**src/sv/prct_pkg.sv**
```systemverilog
// shared types and constants of the palette recent color tracker
package prct_pkg;

  localparam int unsigned IdxW   = 8;
  localparam int unsigned ColorW = 32;
  localparam int unsigned CountW = 5;

  // item codes
  typedef enum logic [2:0] {
    ACT_LOAD   = 3'd0,
    ACT_CLEAR  = 3'd1,
    ACT_SELECT = 3'd2,
    ACT_RECORD = 3'd3,
    ACT_READ   = 3'd4
  } action_e;

  // one entry of the recent list as it moves along the cell row
  typedef struct packed {
    logic              vld;
    logic [IdxW-1:0]   idx;
    logic [ColorW-1:0] color;
  } rent_t;

  // command broadcast to every cell
  typedef struct packed {
    logic            push;
    logic            flush;
    logic [IdxW-1:0] key;
  } rcmd_t;

endpackage

```
**src/sv/prct_cell.sv**
```systemverilog
// one cell of the move-to-front recent list
module prct_cell (
  input  logic            clk_i,
  input  logic            rst_ni,
  input  prct_pkg::rcmd_t cmd_i,
  input  prct_pkg::rent_t prev_i,
  input  logic            hit_i,
  output prct_pkg::rent_t ent_o,
  output logic            hit_o
);
  import prct_pkg::*;

  logic              vld_q;
  logic [IdxW-1:0]   idx_q;
  logic [ColorW-1:0] color_q;

  // a match upstream means the removed entry sits ahead of us: stay put
  always_ff @(posedge clk_i or negedge rst_ni) begin
    if (!rst_ni) begin
      vld_q <= 1'b0;
    end else if (cmd_i.flush) begin
      vld_q <= 1'b0;
    end else if (cmd_i.push && !hit_i) begin
      vld_q <= prev_i.vld;
    end
  end

  always_ff @(posedge clk_i) begin
    if (cmd_i.push && !hit_i) begin
      idx_q   <= prev_i.idx;
      color_q <= prev_i.color;
    end
  end

  assign ent_o = '{vld: vld_q, idx: idx_q, color: color_q};
  assign hit_o = hit_i || (vld_q && (idx_q == cmd_i.key));

endmodule

```
**config.mk**
```make
export PLATFORM = sky130hd
export DESIGN_NAME = prct_cell
export DESIGN_NICKNAME = d
export VERILOG_FILES = /design/src/sv/prct_pkg.sv /design/src/sv/prct_cell.sv
export SDC_FILE = /design/constraint.sdc
export NUM_CORES = 1
export LEC_CHECK = 0
export BUFFER_PORTS_ARGS = -buffer_cell sky130_fd_sc_hd__buf_2
export CAP_MARGIN = 15
export CORE_ASPECT_RATIO = 0.9
export CORE_MARGIN = 2
export CORE_UTILIZATION = 42
export CTS_CLUSTER_DIAMETER = 80
export DETAILED_ROUTE_END_ITERATION = 8
export PLACE_DENSITY_LB_ADDON = 0.15
export SLEW_MARGIN = 20
export SYNTH_ARGS = -nofsm -noshare
export SYNTH_HDL_FRONTEND = slang
export SYNTH_SLANG_ARGS = --single-unit
```
**constraint.sdc**
```tcl
create_clock -name clk_i -period 2.6 [get_ports clk_i]
set_clock_uncertainty 0.05 [all_clocks]
set_input_delay 0.52 -clock clk_i [delete_from_list [all_inputs] [get_ports clk_i]]
set_output_delay 0.52 -clock clk_i [all_outputs]
set_load 0.005 [all_outputs]
```
==> Flow_metrics.wiki <==
{| class="wikitable"
! Metric !! Value
|-
| Sort of element at the start of the critical path || flop
|-
| Fraction of the cycle the final worst path needs || 0.815
|-
| HPWL after detailed placement || 2030 µm
|-
| Floorplan Core Area || 0.00307 mm²
|-
| Kind of capture point of the worst setup path || primary output
|-
| Worst Reg-to-Reg Cells || 2
|-
| Headroom to the max-slew limit || 0.800
|-
| Die Area || 0.00367 mm²
|-
| Overall track demand over capacity in global routing || 0.144
|-
| Hold Crit Depth || 2
|-
| Number of maximum-capacitance violations || 0
|-
| Initial detailed-routing violation count || 17
|-
| Slowest stage delay, CP || 0.43 ns
|-
| Maximum ir drop on the vdd rail || 0.000414 V
|-
| Total power after layout || 1.20 mW
|-
| Number of buffers added on ports || 95
|-
| Final hold violation count || 0
|-
| Global-route wire length before repair || 3840 µm
|-
| Worst endpoint required time || 2.03 ns
|-
| Most common cell after layout, fill and taps aside || sky130_fd_sc_hd__buf_2
|-
| Effective utilization at floorplan || 0.439
|-
| Final antenna diode count || 0
|-
| FP Rows || 19
|-
| Worst Slack Setup Final || 0.481 ns
|-
| Clock Sink Count || 41
|-
| Register bit count reported by yosys || 41
|-
| Pin count of the biggest net entering global routing || 24
|-
| Final number of setup-violating endpoints || 0
|-
| Cell at the root of the clock tree || sky130_fd_sc_hd__clkbuf_4
|-
| Residual DRC || 0
|-
| CTS buffer count || 5
|-
| Total Neg Setup Slack || 0 ns
|-
| Setup Buffers After CTS || 0
|-
| Final period demand of the worst path || 2.12 ns
|-
| Power density over the cells || 614 mW/mm²
|-
| Post-Syn Area || 0.00135 mm²
|-
| Kind of cell adding the most delay to the critical path || flip-flops
|-
| Fin cells || 203
|-
| Buffering stage count on the worst path with inverters included || 1
|-
| Top-level port count || 96
|-
| Final-layout fill cell count || 239
|-
| Net Count, Synth || 110
|-
| Max Clk Rate || 0.472 GHz
|-
| DR WL/cell || 12.6 µm
|-
| Die Span Y || 57.7 µm
|-
| Largest buffer count on any clock path || 2
|-
| Final count of pins violating max slew || 0
|-
| Worst setup timing slack at the placement stage || 0.617 ns
|-
| Leading cell types in the layout, fill and taps excluded || 95 x sky130_fd_sc_hd__buf_2, 40 x sky130_fd_sc_hd__edfxtp_1, 7 x sky130_fd_sc_hd__xor2_1, 5 x sky130_fd_sc_hd__clkbuf_4
|-
| Peak fanout along the critical path || 2
|-
| Number of global-route vias before repair || 914
|-
| Clock-pin transition on the worst setup and hold timing paths || 0.12 ns
|-
| First-pass iteration count of the detailed router || 3
|-
| Number of distinct library cells after synthesis || 11
|-
| Max stage delay cell, worst path || sky130_fd_sc_hd__edfxtp_1
|-
| Inst Count DP || 194
|-
| Cell Chain, Critical Path || xor2_1 > nor4_1 > a41o_1 > buf_2
|-
| Fraction of final layout cells with drive strength greater than 1 || 0.652
|-
| Number of warnings issued by yosys || 0
|-
| Worst slew pin tran || 0.299 ns
|-
| Crit path depth || 4
|-
| Final nets || 214
|-
| Number of buffers inserted by hold repair at cts || 1
|-
| Gates resized, CTS repair || 0
|-
| Post-synthesis cell count || 56
|-
| Clock Latency Late Sink || 0.32 ns
|-
| Final RePlAce weighted congestion || 0.620
|-
| Vias post-DR || 880
|-
| Data arrival, critical path || 1.55 ns
|-
| Worst setup path class || flop to primary output
|-
| GRT Residual Overflow || 0
|-
| Leakage dissipation || 0.856 nW
|-
| Worst hold-check path type || input port to flop
|-
| Sequential fraction of the synthesis area || 0.912
|-
| Clock tree from TritonCTS || yes
|-
| Avg Synthesized Cell Area || 24.0 µm²
|-
| Area Growth Syn to Fin || 45.3%
|-
| Number of vias per cell || 4.33
|-
| Die X-Extent || 63.7 µm
|-
| Result of the run || finished clean
|-
| Total wirelength of the detailed-routed design || 2560 µm
|-
| Unrepaired setup endpoints after global routing || false
|-
| Antenna violations before repair || 0
|-
| CTS H-tree lvls || 2
|-
| Number of nets with antenna violations after detailed routing || 0
|}
area by class of cell:
type / instances / area (µm²) / area share
sequential: 41 / 1230 / 0.627
clock inverter: 2 / 15.0 / 0.00768
clock buffer: 6 / 41.3 / 0.0211
timing repair buffer: 98 / 500 / 0.256
multi-input combinational: 14 / 119 / 0.0608
tap: 42 / 52.6 / 0.0269
report_power, final:
| group | internal, mW | total [mW] | switching [mW] | leakage (nW) |
|---|---|---|---|---|
| combinational | 0.0663 | 0.117 | 0.0510 | 0.442 |
| clock | 0.106 | 0.297 | 0.191 | 0.0245 |
| sequential | 0.773 | 0.786 | 0.0127 | 0.389 |
synth_stat cells:
library cell	count	area [µm²]
sky130_fd_sc_hd__nor3_1	1	5.00
sky130_fd_sc_hd__nor4_1	1	6.26
sky130_fd_sc_hd__dfrtp_1	1	25.0
sky130_fd_sc_hd__nor2_1	1	3.75
sky130_fd_sc_hd__nor2b_1	1	6.26
sky130_fd_sc_hd__xnor2_1	1	8.76
sky130_fd_sc_hd__buf_4	1	7.51
sky130_fd_sc_hd__mux2i_1	1	10.0
sky130_fd_sc_hd__a41o_1	1	10.0
sky130_fd_sc_hd__xor2_1	7	61.3
sky130_fd_sc_hd__edfxtp_1	40	1200
state kept, by name (all words and copies together) (netlist names):
name and cells:
color_q 32, idx_q 8, vld_q 1
final timing paths:
path | endpoint | slack [ns] | startpoint
hold reg to reg | vld_q | 0.57 | vld_q
setup / recovery | hit_o | 0.48 | idx_q[6]
min in group asynchronous | vld_q | 0.43 | rst_ni
setup reg to reg | vld_q | 1.82 | vld_q
hold / removal | vld_q | 0.29 | cmd_i[8]
max in group asynchronous | vld_q | 1.99 | rst_ni
stage by stage:
step	cell area (µm²)	hold WS (ns)	utilization
floorplan	1350	0.174	-
global placement	1890	0.246	0.616
detailed placement	1890	0.245	0.616
CTS	1950	0.271	0.637
global route	1950	0.265	0.637
finish	1950	0.290	0.637
layer usage:
| layer | routed length, µm | global-route usage | vias to the layer above |
|---|---|---|---|
| li1 | - | - | 423 |
| met1 | 898 | 0.142 | 411 |
| met2 | 1430 | 0.268 | 44 |
| met3 | 213 | 0.0738 | 2 |
| met4 | 15 | 0.0373 | 0 |
| met5 | 0 | 0 | - |
kinds of logic after synthesis:
logic type / Yosys count / synth area share
compound gates: 1 / 0.00744
xor+xnor: 8 / 0.0521
buf+inv: 1 / 0.00558
flops: 41 / 0.912
mux: 1 / 0.00744
simple gates: 4 / 0.0158
Power figures use the tool's default switching activity.
